<file path="src/pbre_pkg.sv">
// shared types, codes and the cordic angle table of the reach envelope
`timescale 1ns / 1ps
`default_nettype none
package pbre_pkg;

	// request codes
	localparam logic [1:0] REQ_CLEAR  = 2'd0;
	localparam logic [1:0] REQ_INSERT = 2'd1;
	localparam logic [1:0] REQ_QUERY  = 2'd2;
	// spare code, answered with in_volume low and otherwise ignored
	localparam logic [1:0] REQ_UNUSED = 2'd3;

	// configuration register indexes
	localparam logic [1:0] REG_LAYER_COUNT  = 2'd0;
	localparam logic [1:0] REG_SECTOR_COUNT = 2'd1;
	localparam logic [1:0] REG_MAX_HEIGHT   = 2'd2;

	// smallest bin reach seen by a query, 1.0 in q12
	localparam logic [23:0] ONE_Q12 = 24'd4096;

	// classified item handed from the front to the back
	typedef struct packed {
		logic [1:0]  req;
		logic [7:0]  layer;
		logic [7:0]  sector;
		logic [23:0] dst;
		logic [23:0] wall_val;
		logic        near;
		logic        py_ok;
	} pbre_item_t;

	// atan(2^-i) in units of 2^-32 turn
	function automatic logic [29:0] atan_turn(input logic [4:0] idx);
		logic [29:0] v;
		unique case (idx)
			5'd0:  v = 30'd536870912;
			5'd1:  v = 30'd316933406;
			5'd2:  v = 30'd167458907;
			5'd3:  v = 30'd85004756;
			5'd4:  v = 30'd42667331;
			5'd5:  v = 30'd21354465;
			5'd6:  v = 30'd10679838;
			5'd7:  v = 30'd5340245;
			5'd8:  v = 30'd2670163;
			5'd9:  v = 30'd1335087;
			5'd10: v = 30'd667544;
			5'd11: v = 30'd333772;
			5'd12: v = 30'd166886;
			5'd13: v = 30'd83443;
			5'd14: v = 30'd41722;
			5'd15: v = 30'd20861;
			5'd16: v = 30'd10430;
			5'd17: v = 30'd5215;
			5'd18: v = 30'd2608;
			5'd19: v = 30'd1304;
			5'd20: v = 30'd652;
			5'd21: v = 30'd326;
			5'd22: v = 30'd163;
			5'd23: v = 30'd81;
			default: v = 30'd0;
		endcase
		return v;
	endfunction

endpackage
`default_nettype wire

</file>
<file path="src/pbre_queue.sv">
// two-entry queue between the front and the back
`timescale 1ns / 1ps
`default_nettype none
module pbre_queue (
	input  wire logic                 clk,
	input  wire logic                 arst_n,
	input  wire logic                 push_valid,
	output logic                      push_ready,
	input  wire pbre_pkg::pbre_item_t push_item,
	output logic                      pop_valid,
	input  wire logic                 pop_ready,
	output pbre_pkg::pbre_item_t      pop_item
);
	import pbre_pkg::*;

	pbre_item_t ent_q [2];
	logic       wr_q;
	logic       rd_q;
	logic [1:0] cnt_q;
	logic       do_push;
	logic       do_pop;

	assign push_ready = cnt_q != 2'd2;
	assign pop_valid  = cnt_q != 2'd0;
	assign pop_item   = ent_q[rd_q];
	assign do_push    = push_valid && push_ready;
	assign do_pop     = pop_valid && pop_ready;

	// pointers and fill level
	always_ff @(posedge clk or negedge arst_n) begin
		if (!arst_n) begin
			wr_q  <= 1'b0;
			rd_q  <= 1'b0;
			cnt_q <= '0;
		end else begin
			if (do_push)
				wr_q <= !wr_q;
			if (do_pop)
				rd_q <= !rd_q;
			if (do_push && !do_pop)
				cnt_q <= cnt_q + 2'd1;
			else if (do_pop && !do_push)
				cnt_q <= cnt_q - 2'd1;
		end
	end

	// entry storage
	always_ff @(posedge clk) begin
		if (do_push)
			ent_q[wr_q] <= push_item;
	end

endmodule
`default_nettype wire

</file>
<file path="config.mk">
export PLATFORM = sky130hd
export DESIGN_NAME = pbre_queue
export DESIGN_NICKNAME = d
export VERILOG_FILES = /design/src/pbre_pkg.sv /design/src/pbre_queue.sv
export SDC_FILE = /design/constraint.sdc
export NUM_CORES = 1
export LEC_CHECK = 0
export ABC_CLOCK_PERIOD_IN_PS = 4500
export BUFFER_PORTS_ARGS = -buffer_cell sky130_fd_sc_hd__buf_4
export CAP_MARGIN = 5
export CORE_UTILIZATION = 30
export DETAILED_ROUTE_END_ITERATION = 6
export PLACE_DENSITY = 0.49
export SYNTH_ARGS = -nofsm -noshare
export SYNTH_HDL_FRONTEND = slang
export SYNTH_SLANG_ARGS = --single-unit
export TNS_END_PERCENT = 1
</file>
<file path="constraint.sdc">
create_clock -name clk -period 4.5 [get_ports clk]
set_clock_uncertainty 0.05 [all_clocks]
set_input_delay 0.9 -clock clk [delete_from_list [all_inputs] [get_ports clk]]
set_output_delay 0.9 -clock clk [all_outputs]
set_load 0.03 [all_outputs]
</file>
==> Flow_metrics.wiki <==
{| class="wikitable"
! Metric !! Value
|-
| Worst path arrival time || roughly 2200 ps
|-
| Net total in the final layout || ~460
|-
| Fin worst setup slack || between 1000 and 1500 ps
|-
| Leakage power summed over all cells || between 2 and 3 nW
|-
| Worst Path Max Fanout || 69
|-
| Number of instances in the synthesized netlist || 230
|-
| Actual slew at the worst max-slew pin || ~1100 ps
|-
| Setup repair after global routing missed its margin || false
|-
| Number of antenna violations at the first check in global routing || 0
|-
| Chip Width || 133 microns
|-
| Adder-cell share of the synthesized area || 0.00243
|-
| Xor/xnor share of the synthesized area || 0.00851
|-
| Library cell used as clock root buffer || sky130_fd_sc_hd__clkbuf_16
|-
| Share of final-layout standard cells stronger than drive strength 1 || 0.598
|-
| Routability congestion estimate from global placement || 0.639
|-
| Vias after detailed routing || approximately 2.6k
|-
| Crit share post-route || 0.691
|-
| Maximum clock frequency || between 300 and 400 MHz
|-
| Global-route usage over all layers || 0.115
|-
| Max Transition Viols Final || 0
|-
| Power Density || 711 nW/um^2
|-
| # DRC || 0
|-
| Area fraction in compound gates after synthesis || 0
|-
| Bufs on Longest Clock Path || 2
|-
| Part of the power in the clock network || 0.248
|-
| Post-synthesis share of cell area spent on and, or, nand and nor gates || 0.00657
|-
| Internal cell power || about 3.3 mW
|-
| Main combinational cell family by area after synthesis || multiplexers
|-
| Router iterations before antenna repair || 4
|-
| Max-slew headroom || 0.299
|-
| Synthesis warning total || 0
|-
| CTS Buf Count || 17
|-
| Relative area change from synthesis to final layout || 35.5%
|-
| Number of levels in the clock H-tree || 4
|-
| Fraction of synthesized area in multiplexers || 0.156
|-
| Total nets after synthesis || approximately 300
|-
| Grt ovf || 0
|-
| Number of antenna repair diodes || 0
|-
| Register share of total power || 0.402
|-
| Gate power share || 0.350
|-
| Fraction of the yosys area taken by sequential cells || 0.813
|-
| Via count of the first global-routing pass || between 2k and 3k
|-
| Dominant cell type by area after synthesis || sky130_fd_sc_hd__edfxtp_1
|-
| Cell area after synthesis || around 5000 sq um
|-
| HPWL after detailed placement || around 5700 microns
|-
| IO Pins || 142
|-
| Register clock-pin slew on the reported worst setup and hold paths || about 60 ps
|-
| Accumulated negative setup slack || 0 ps
|-
| Result of the run || finished, final reports clean
|-
| Clock tree from TritonCTS || yes
|-
| Total setup violations reported at the end of the flow || 0
|-
| Post-Layout Inst Area || roughly 7000 sq um
|-
| Worst setup slack after placement || around 1800 ps
|-
| Core region area || about 17000 sq um
|-
| Wire length of the first global-routing pass || 15000 microns
|-
| Share of total power consumed by net switching || 0.338
|-
| Minimum clock period || 3110 ps
|-
| Per-cell routed wire length || around 15 microns
|-
| Quantity of I/O buffers inserted on ports || about 140
|-
| Detailed-route wire length || around 9500 microns
|-
| Number of sinks on the clock net || 140
|-
| Number of placement rows || 47
|-
| Post-cts gate resize count || 0
|-
| Data required time at the worst endpoint || between 3000 and 4000 ps
|-
| Final hold violation count || 0
|-
| Average instance area after synthesis || 22.4 sq um
|-
| Post-cts hold buffer count || 0
|-
| Initial Utilization || 0.309
|-
| Flop and latch count out of synthesis || 140
|-
| Net switching power of the design || about 1.7 mW
|-
| Total Die Area || 17700 sq um
|-
| Top cell type's share of synthesized area || 0.794
|-
| Total chip power || between 4 and 5 mW
|-
| Largest voltage drop on the vdd net || roughly 0.29 mV
|-
| Worst hold-check path type || input port to async pin
|-
| Post-CTS setup buffer count || 0
|-
| Clock Latency Late Sink || about 410 ps
|-
| Setup crit end kind || output pin
|-
| Remaining antenna violation count || 0
|-
| Number of DRC violations after detailed-routing iteration 0 || between 150 and 200
|-
| Count of distinct cell types in the synthesized netlist || 16
|-
| Leading cell types by total area after synthesis || sky130_fd_sc_hd__edfxtp_1, sky130_fd_sc_hd__mux2_2, sky130_fd_sc_hd__mux2_4, sky130_fd_sc_hd__dfrtp_1, sky130_fd_sc_hd__xnor2_1
|-
| Post-place instance area || 6450 sq um
|-
| Type of element launching the critical path || register
|-
| Count of max-cap constraint violations || 0
|-
| Maximum number of pins on one net before global-route repair || 70
|-
| Crit Path Category || register to output pin
|-
| Number of vias per cell || about 4.2
|-
| Die Y || about 130 microns
|}
-- power groups by stage --
stage | Sequential (mW) | Combinational, mW | Clock (mW)
6_report | 1.99 | 1.73 | 1.23
4_1_cts | 2.01 | 1.78 | 1.27
2_1_floorplan | 1.88 | 1.29 | 0
3_5_place_dp | 2.03 | 1.77 | 0
5_1_grt | 2.04 | 1.83 | 1.32
3_3_place_gp | 2.02 | 1.77 | 0
-- cell families after synthesis --
family                     count (synthesis)
buffers and inverters                      9
xor gates and xnor gates                   5
and+or+nand+nor                            7
muxes                                     68
adders and majority gates                  1
DFF                                      140
-- state kept, by name, summed over array words and instances (netlist names) --
signal  flops
ent_q     136
cnt_q       2
wr_q        1
rd_q        1
-- cells in the final DEF, fill, tap and decap left out --
master and n:
sky130_fd_sc_hd__buf_4 141, sky130_fd_sc_hd__edfxtp_1 136, sky130_fd_sc_hd__mux2_2 58, sky130_fd_sc_hd__clkbuf_16 17
sky130_fd_sc_hd__mux2_4 10, sky130_fd_sc_hd__clkinv_1 6, sky130_fd_sc_hd__clkinv_2 4, sky130_fd_sc_hd__xnor2_1 3
sky130_fd_sc_hd__clkbuf_1 3, sky130_fd_sc_hd__dfrtp_1 3, sky130_fd_sc_hd__nand2_1 2, sky130_fd_sc_hd__xor2_1 2
sky130_fd_sc_hd__nand2b_1 1, sky130_fd_sc_hd__inv_1 1, sky130_fd_sc_hd__or2_2 1, sky130_fd_sc_hd__and3_4 1
sky130_fd_sc_hd__nor2_4 1, sky130_fd_sc_hd__nor2_1 1, sky130_fd_sc_hd__ha_1 1, sky130_fd_sc_hd__bufinv_16 1
sky130_fd_sc_hd__clkinvlp_4 1, sky130_fd_sc_hd__buf_12 1, sky130_fd_sc_hd__dfrtp_4 1
-- final timing paths --
path / start / end / slack, ps / cells past startpoint
hold / removal: arst_n / wr_q / 230 / 1
setup / recovery: rd_q / pop_item[62] / 1390 / 2
min in group clk: cnt_q[1] / cnt_q[1] / 440 / 1
max in group asynchronous: arst_n / rd_q / 4050 / 1
setup reg to reg: cnt_q[0] / ent_q[0][1] / 2410 / 4
hold reg to reg: cnt_q[1] / cnt_q[1] / 440 / 1
-- critical path: stages (launching register included) --
cell and delay [ps]:
sky130_fd_sc_hd__dfrtp_4 1130, sky130_fd_sc_hd__mux2_2 440, sky130_fd_sc_hd__buf_4 170
-- cell type report --
type,count,area (sq um)
inverters,1,3.75
fillers,1533,9670
clock inverters,12,80.1
flip-flops and latches,140,4190
repair buffers,142,1080
multi-input cells,81,906
clock buffers,20,437
well taps,220,275
-- synthesized netlist by cell type --
cell type,instances
sky130_fd_sc_hd__and3_1,1
sky130_fd_sc_hd__buf_2,5
sky130_fd_sc_hd__buf_6,2
sky130_fd_sc_hd__buf_8,1
sky130_fd_sc_hd__dfrtp_1,4
sky130_fd_sc_hd__edfxtp_1,136
sky130_fd_sc_hd__ha_1,1
sky130_fd_sc_hd__inv_1,1
sky130_fd_sc_hd__mux2_2,58
sky130_fd_sc_hd__mux2_4,10
sky130_fd_sc_hd__nand2_1,2
sky130_fd_sc_hd__nand2b_1,1
sky130_fd_sc_hd__nor2_1,2
sky130_fd_sc_hd__or2_2,1
sky130_fd_sc_hd__xnor2_1,3
sky130_fd_sc_hd__xor2_1,2
-- layer usage --
layer  up-vias  track usage  part of all wire
li1       1214            -                 -
met1      1287        0.132              0.43
met2        94        0.186              0.49
met3        13       0.0479             0.070
met4         0       0.0536             0.016
met5         -            0                 0
-- through the flow --
| step | hold slack [ps] | utilization | std cells |
|---|---|---|---|
| floorplan | 406 | - | 230 |
| global placement | 429 | 0.388 | 584 |
| detailed placement | 435 | 0.388 | 584 |
| CTS | 201 | 0.419 | 616 |
| global route | 199 | 0.419 | 616 |
| finish | 228 | 0.419 | 616 |
Power figures use the tool's default switching activity.
