## src/pbre_pkg.sv

```systemverilog
// shared types, codes and the cordic angle table of the reach envelope
`timescale 1ns / 1ps
`default_nettype none
package pbre_pkg;

	// request codes
	localparam logic [1:0] REQ_CLEAR  = 2'd0;
	localparam logic [1:0] REQ_INSERT = 2'd1;
	localparam logic [1:0] REQ_QUERY  = 2'd2;
	// spare code, answered with in_volume low and otherwise ignored
	localparam logic [1:0] REQ_UNUSED = 2'd3;

	// configuration register indexes
	localparam logic [1:0] REG_LAYER_COUNT  = 2'd0;
	localparam logic [1:0] REG_SECTOR_COUNT = 2'd1;
	localparam logic [1:0] REG_MAX_HEIGHT   = 2'd2;

	// smallest bin reach seen by a query, 1.0 in q12
	localparam logic [23:0] ONE_Q12 = 24'd4096;

	// classified item handed from the front to the back
	typedef struct packed {
		logic [1:0]  req;
		logic [7:0]  layer;
		logic [7:0]  sector;
		logic [23:0] dst;
		logic [23:0] wall_val;
		logic        near;
		logic        py_ok;
	} pbre_item_t;

	// atan(2^-i) in units of 2^-32 turn
	function automatic logic [29:0] atan_turn(input logic [4:0] idx);
		logic [29:0] v;
		unique case (idx)
			5'd0:  v = 30'd536870912;
			5'd1:  v = 30'd316933406;
			5'd2:  v = 30'd167458907;
			5'd3:  v = 30'd85004756;
			5'd4:  v = 30'd42667331;
			5'd5:  v = 30'd21354465;
			5'd6:  v = 30'd10679838;
			5'd7:  v = 30'd5340245;
			5'd8:  v = 30'd2670163;
			5'd9:  v = 30'd1335087;
			5'd10: v = 30'd667544;
			5'd11: v = 30'd333772;
			5'd12: v = 30'd166886;
			5'd13: v = 30'd83443;
			5'd14: v = 30'd41722;
			5'd15: v = 30'd20861;
			5'd16: v = 30'd10430;
			5'd17: v = 30'd5215;
			5'd18: v = 30'd2608;
			5'd19: v = 30'd1304;
			5'd20: v = 30'd652;
			5'd21: v = 30'd326;
			5'd22: v = 30'd163;
			5'd23: v = 30'd81;
			default: v = 30'd0;
		endcase
		return v;
	endfunction

endpackage
`default_nettype wire

```

## src/pbre_front.sv

```systemverilog
// front end: takes a point, finds layer, sector and distance step by step
`timescale 1ns / 1ps
`default_nettype none
module pbre_front #(
	parameter int CORDIC_STEPS = 16
) (
	input  wire logic               clk,
	input  wire logic               arst_n,
	input  wire logic               in_valid,
	output logic                    in_ready,
	input  wire logic [1:0]         req_type,
	input  wire logic signed [23:0] pos_x,
	input  wire logic signed [23:0] pos_y,
	input  wire logic signed [23:0] pos_z,
	input  wire logic [22:0]        thickness,
	input  wire logic [7:0]         nl,
	input  wire logic [7:0]         ns,
	input  wire logic [22:0]        max_height,
	input  wire logic               hold,
	output logic                    push_valid,
	input  wire logic               push_ready,
	output pbre_pkg::pbre_item_t    push_item
);
	import pbre_pkg::*;

	localparam logic [5:0] CNT_SQ0      = 6'd0;
	localparam logic [5:0] CNT_SQ1      = 6'd1;
	localparam logic [5:0] CNT_ROOT0    = 6'd2;
	localparam logic [5:0] CNT_ROOT_END = 6'd25;
	localparam logic [5:0] CNT_DIV_END  = 6'd30;
	localparam logic [5:0] CNT_MUL      = 6'd31;
	localparam logic [5:0] CNT_DONE     = 6'd32;
	localparam logic [5:0] CNT_CORDIC   = 6'(CORDIC_STEPS);

	logic               busy_q;
	logic [5:0]         cnt_q;
	logic [1:0]         req_q;
	logic [22:0]        thick_q;
	logic               py_ok_q;
	logic               lzero_q;
	logic               onaxis_q;
	logic signed [23:0] px_q;
	logic signed [23:0] pz_q;
	logic signed [26:0] ca_q;
	logic signed [26:0] cb_q;
	logic signed [33:0] ang_q;
	logic [47:0]        sq_q;
	logic [25:0]        rem_q;
	logic [23:0]        root_q;
	logic [30:0]        num_q;
	logic [22:0]        drem_q;
	logic [30:0]        quo_q;
	logic [39:0]        prod_q;

	logic               accept;
	logic signed [26:0] a0;
	logic signed [26:0] b0;
	logic signed [33:0] ang0;
	logic [4:0]         step_i;
	logic signed [26:0] da;
	logic signed [26:0] db;
	logic signed [33:0] atan_s;
	logic signed [23:0] mul_in;
	logic signed [47:0] sqr;
	logic [27:0]        rem_ext;
	logic [27:0]        trial;
	logic [23:0]        drem_ext;
	logic signed [34:0] u_ext;
	logic [31:0]        u32;
	logic [7:0]         lay;
	logic [7:0]         sec8;
	logic [7:0]         sec;
	logic [24:0]        wall_sum;

	assign in_ready = !busy_q && !hold;
	assign accept   = in_valid && in_ready;

	// quarter-turn pre-rotation into the right half plane
	always_comb begin
		a0   = 27'(pos_z);
		b0   = 27'(pos_x);
		ang0 = '0;
		if (pos_z < 24'sd0) begin
			if (pos_x >= 24'sd0) begin
				a0   = 27'(pos_x);
				b0   = -27'(pos_z);
				ang0 = 34'sd1073741824;
			end else begin
				a0   = -27'(pos_x);
				b0   = 27'(pos_z);
				ang0 = -34'sd1073741824;
			end
		end
	end

	// one cordic micro-rotation per cycle
	assign step_i = cnt_q[4:0];
	assign da     = cb_q >>> step_i;
	assign db     = ca_q >>> step_i;
	assign atan_s = $signed({4'b0000, atan_turn(step_i)});

	// shared squarer
	assign mul_in = (cnt_q == CNT_SQ0) ? px_q : pz_q;
	assign sqr    = mul_in * mul_in;

	// digit-by-digit square root step
	assign rem_ext = {rem_q, sq_q[47:46]};
	assign trial   = {2'b00, root_q, 2'b01};

	// restoring divider step
	assign drem_ext = {drem_q, num_q[30]};

	// offset angle, clamped to an unsigned fraction of a turn
	always_comb begin
		u_ext = 35'(ang_q) + 35'sd2147483648;
		if (u_ext < 35'sd0)
			u32 = '0;
		else if (u_ext > 35'sd4294967295)
			u32 = '1;
		else
			u32 = u_ext[31:0];
	end

	// final bins and insert values
	always_comb begin
		if (lzero_q)
			lay = '0;
		else if (quo_q >= 31'(nl))
			lay = nl - 8'd1;
		else
			lay = quo_q[7:0];
		sec8 = prod_q[39:32];
		if (onaxis_q)
			sec = '0;
		else if (sec8 >= ns)
			sec = ns - 8'd1;
		else
			sec = sec8;
		wall_sum = 25'(root_q) + 25'(thick_q);
	end

	always_comb begin
		push_item.req      = req_q;
		push_item.layer    = lay;
		push_item.sector   = sec;
		push_item.dst      = root_q;
		push_item.wall_val = wall_sum[24] ? 24'hFFFFFF : wall_sum[23:0];
		push_item.near     = root_q <= {1'b0, thick_q};
		push_item.py_ok    = py_ok_q;
	end

	assign push_valid = busy_q && (cnt_q == CNT_DONE);

	// sequencing
	always_ff @(posedge clk or negedge arst_n) begin
		if (!arst_n) begin
			busy_q <= 1'b0;
			cnt_q  <= '0;
		end else if (accept) begin
			busy_q <= 1'b1;
			cnt_q  <= '0;
		end else if (busy_q) begin
			if (cnt_q != CNT_DONE)
				cnt_q <= cnt_q + 6'd1;
			else if (push_ready)
				busy_q <= 1'b0;
		end
	end

	// datapath
	always_ff @(posedge clk) begin
		if (accept) begin
			req_q    <= req_type;
			thick_q  <= thickness;
			py_ok_q  <= pos_y <= $signed({1'b0, max_height});
			lzero_q  <= (pos_y <= 24'sd0) || (max_height == '0);
			onaxis_q <= (pos_x == '0) && (pos_z == '0);
			px_q     <= pos_x;
			pz_q     <= pos_z;
			ca_q     <= a0;
			cb_q     <= b0;
			ang_q    <= ang0;
			rem_q    <= '0;
			root_q   <= '0;
			num_q    <= 31'(pos_y[22:0]) * 31'(nl);
			drem_q   <= '0;
			quo_q    <= '0;
		end else if (busy_q) begin
			if (cnt_q < CNT_CORDIC) begin
				if (cb_q > 27'sd0) begin
					ca_q  <= ca_q + da;
					cb_q  <= cb_q - db;
					ang_q <= ang_q + atan_s;
				end else begin
					ca_q  <= ca_q - da;
					cb_q  <= cb_q + db;
					ang_q <= ang_q - atan_s;
				end
			end
			if (cnt_q == CNT_SQ0)
				sq_q <= sqr;
			else if (cnt_q == CNT_SQ1)
				sq_q <= sq_q + sqr;
			else if (cnt_q >= CNT_ROOT0 && cnt_q <= CNT_ROOT_END) begin
				sq_q <= {sq_q[45:0], 2'b00};
				if (rem_ext >= trial) begin
					rem_q  <= 26'(rem_ext - trial);
					root_q <= {root_q[22:0], 1'b1};
				end else begin
					rem_q  <= rem_ext[25:0];
					root_q <= {root_q[22:0], 1'b0};
				end
			end
			if (cnt_q <= CNT_DIV_END) begin
				num_q <= {num_q[29:0], 1'b0};
				if (drem_ext >= {1'b0, max_height}) begin
					drem_q <= 23'(drem_ext - {1'b0, max_height});
					quo_q  <= {quo_q[29:0], 1'b1};
				end else begin
					drem_q <= drem_ext[22:0];
					quo_q  <= {quo_q[29:0], 1'b0};
				end
			end
			if (cnt_q == CNT_MUL)
				prod_q <= 40'(u32) * 40'(ns);
		end
	end

endmodule
`default_nettype wire

```

## config.mk

```make
export PLATFORM = sky130hd
export DESIGN_NAME = pbre_front
export DESIGN_NICKNAME = d
export VERILOG_FILES = /design/src/pbre_pkg.sv /design/src/pbre_front.sv
export SDC_FILE = /design/constraint.sdc
export NUM_CORES = 2
export LEC_CHECK = 0
export BUFFER_PORTS_ARGS = -buffer_cell sky130_fd_sc_hd__buf_4
export CAP_MARGIN = 10
export CORE_UTILIZATION = 66
export CTS_BUF_LIST = sky130_fd_sc_hd__clkbuf_8
export CTS_CLUSTER_DIAMETER = 150
export DETAILED_ROUTE_END_ITERATION = 8
export PLACE_DENSITY_LB_ADDON = 0.12
export SLEW_MARGIN = 20
export SYNTH_ARGS = -nofsm -noshare
export SYNTH_HDL_FRONTEND = slang
export SYNTH_SLANG_ARGS = --single-unit
export TNS_END_PERCENT = 10
```

## constraint.sdc

```tcl
create_clock -name clk -period 15.4 [get_ports clk]
set_input_delay 0.77 -clock clk [delete_from_list [all_inputs] [get_ports clk]]
set_output_delay 0.77 -clock clk [all_outputs]
set_load 0.005 [all_outputs]
```

==> results.sh <==
export IMPL_wl_um=185000
export IMPL_insertion_delay_ns=0.77
export IMPL_grt_antenna_before_repair=12
export IMPL_maxCapViolations=0
export IMPL_yosysSeqAreaShare_pct=15.2
export IMPL_fin_skew_ns=0.0402
export IMPL_htreeDepth=3
export IMPL_syn_to_final_growth_pct=6.06
export IMPL_overflow=0
export IMPL_slowest_delay_ns=0.92
export IMPL_drive_gt1_share_pct=6.94
export IMPL_syn_inst=7427
export IMPL_wl_per_cell_um=21.1
export IMPL_coreArea_um2=96700
export IMPL_first_global_vias=54000
export IMPL_clk_path_buf_depth=3
export IMPL_rsz0062_at_grt="false"
export IMPL_netlist_area_um2=64500
export IMPL_detail_route_first_pass_iterations=6
export IMPL_detail_route_antenna_nets=0
export IMPL_max_freq_mhz=76.8
export IMPL_io_buffers=210
export IMPL_period_minus_slack_ns=13.03
export IMPL_final_hold_viol_count=0
export IMPL_report_final_slew_viol_count=0
export IMPL_hold_class="in -> reg"
export IMPL_fillers=7750
export IMPL_die_area_um2=99000
export IMPL_seqCellArea_um2=9810
export IMPL_ys_flop_type="edfxtp_1"
export IMPL_clk_pin_slew_ns=0.07
export IMPL_ys_types=91
export IMPL_crit_top_cell="fa_1"
export IMPL_path_max_fanout=81
export IMPL_cp_start_kind="flip-flop"
export IMPL_setup_violations=0
export IMPL_final_cell_mix="1183 x inv_1, 935 x nand2_1, 870 x fa_1"
export IMPL_hpwl_um=144000
export IMPL_vias=54600
export IMPL_synth_edf_count=251
export IMPL_via_per_inst=6.21
export IMPL_numCtsBuffers=74
export IMPL_period_share_pct=84.6
export IMPL_tns_ns=0
export IMPL_holdWs_ns=0.206
export IMPL_status="finished clean"
export IMPL_postCtsSetupBuffers=0
export IMPL_row_count=114
export IMPL_cts_root_buf="clkbuf_8"
export IMPL_post_synth_cell_area_avg_um2=8.69
export IMPL_synth_async_reset_ratio_pct=1.93
export IMPL_synth_nets=8972
export IMPL_cp_required_ns=15.90
export IMPL_grt_pass1_wl_um=295000
export IMPL_arrival_ns=13.52
export IMPL_drcViolationCount=0
export IMPL_die_h_um=315
export IMPL_grt_use_total_pct=38.0
export IMPL_worst_path_max_delay_cell="fa_1"
export IMPL_die_w_um=315
export IMPL_cp_end_kind="flip-flop"
export IMPL_cts_tree="built"
export IMPL_crit_type="reg -> reg"
export IMPL_synth_seq_cells=362
export IMPL_worst_pin_slew_ns=1.19
export IMPL_grt_max_degree=95
export IMPL_final_common_cell="inv_1"
export IMPL_clock_sinks=362
export IMPL_initial_utilization_pct=66.7
export IMPL_io_pins=211
export IMPL_first_iter_violations=4923
export IMPL_routabilityCongestion=0.987
export IMPL_multi_input_area_um2=49100
export IMPL_yosys_warnings=0
export IMPL_final_nets=8993
export IMPL_slew_headroom_pct=20.7
## per-layer routing
layer  routed length, µm  part of all wire [%]  vias to the layer above  GRT usage, %
met3               18200                   9.8                      481          7.81
met5                  50                 0.027                        -             0
met4                8730                   4.7                        8          16.4
met1               74800                    40                    26800          51.9
li1                    -                     -                    24700             -
met2               83400                    45                     2648          58.6
## critical path: cells and delay by family (launching register included)
| kind | cells | cell delay (ns) |
|---|---|---|
| buffers and inverters | 8 | 1.99 |
| muxes | 1 | 0.76 |
| and+or+nand+nor | 7 | 2.26 |
| AOI/OAI and AO/OA | 8 | 2.16 |
| adders and majority gates | 9 | 4.89 |
| xor gates and xnor gates | 2 | 0.31 |
| DFF | 1 | 0.33 |
## stage by stage
step           util [%]  std cells  worst slack [ns]  instance area, µm²
2_1_floorplan         -       7427              3.35               64500
3_3_place_gp       69.2       8647              2.29               66900
3_5_place_dp       69.2       8647              2.57               66900
4_1_cts            70.7       8784              2.55               68400
5_1_grt            70.7       8791              1.67               68400
6_report           70.7       8793              2.37               68400
## path summary, 6_finish.rpt
kind	from	endpoint	slack [ns]	depth (start not counted)
max	cnt_q[2]$_DFFE_PN0P_	sq_q[43]$_DFFE_PP_	2.37	35
min	thickness[14]	thick_q[14]$_DFFE_PP_	0.21	1
max reg2reg	cnt_q[2]$_DFFE_PN0P_	sq_q[43]$_DFFE_PP_	2.37	35
min reg2reg	quo_q[28]$_SDFFE_PP0P_	quo_q[29]$_SDFFE_PP0P_	0.44	2
max in group asynchronous	arst_n	cnt_q[2]$_DFFE_PN0P_	14.72	2
min in group asynchronous	arst_n	cnt_q[5]$_DFFE_PN0P_	0.52	2
## state kept, by name (all words and copies together), names as in the netlist
signal,flops
pz_q,24
cnt_q,6
busy_q,1
ca_q,27
prod_q,8
lzero_q,1
sq_q,48
root_q,24
rem_q,26
py_ok_q,1
cb_q,27
req_q,2
quo_q,31
ang_q,34
drem_q,23
px_q,24
onaxis_q,1
num_q,31
thick_q,23
## cell usage after synthesis, types with 10 or more instances
library cell,count,area (µm²)
a211o_1,22,193
a211oi_1,54,405
a21boi_0,23,173
a21o_1,148,1110
a21oi_1,365,1830
a221o_1,11,110
a221oi_1,14,123
a311oi_1,22,193
a31oi_1,68,425
a41oi_1,10,87.6
and2_1,212,1330
and3_1,45,282
buf_1,36,135
buf_2,17,85.1
clkbuf_1,258,968
dfxtp_1,104,2080
edfxtp_1,251,7540
fa_1,870,17400
ha_1,534,6680
inv_1,1159,4350
mux2_2,30,338
mux2i_1,82,821
mux4_2,53,1190
nand2_1,936,3510
nand2b_1,57,357
nand3_1,131,656
nand3b_1,12,90.1
nand4_1,56,350
nor2_1,471,1770
nor2b_1,41,257
nor3_1,99,495
nor4_1,38,238
o211ai_1,74,556
o21a_1,73,548
o21ai_0,335,1680
o21bai_1,36,270
o22ai_1,11,68.8
o31ai_1,36,270
or2_2,14,87.6
or3_1,64,400
xnor2_1,222,1940
xor2_1,146,1280
## final cells by class
cell class / instances / area share (%)
multi-input cells: 5572 / 71.8
flip-flops and latches: 362 / 14.3
inverters: 1170 / 6.43
repair buffers: 268 / 2.94
well taps: 1276 / 2.33
clock buffers: 81 / 1.63
clock inverters: 55 / 0.547
diodes: 9 / 0.0329
## logic make-up after synthesis
logic type / count (synthesis) / share of synthesized area (%)
DFF: 362 / 15.2
muxes: 169 / 3.79
adders and majority gates: 1404 / 37.4
xor gates and xnor gates: 369 / 5.03
buffers and inverters: 1493 / 8.83
and+or+nand+nor: 2223 / 15.9
AOI/OAI and AO/OA: 1407 / 14.0
## repair_timing
item	4_1_cts	5_1_grt
endpoints found under the setup margin	0	0
gates resized for setup	0	0
hold buffers	1	0
endpoints found under the hold margin	7	0
Power is not shown: default switching activity piles up to over one toggle a cycle in this logic, so the estimate is an artifact.
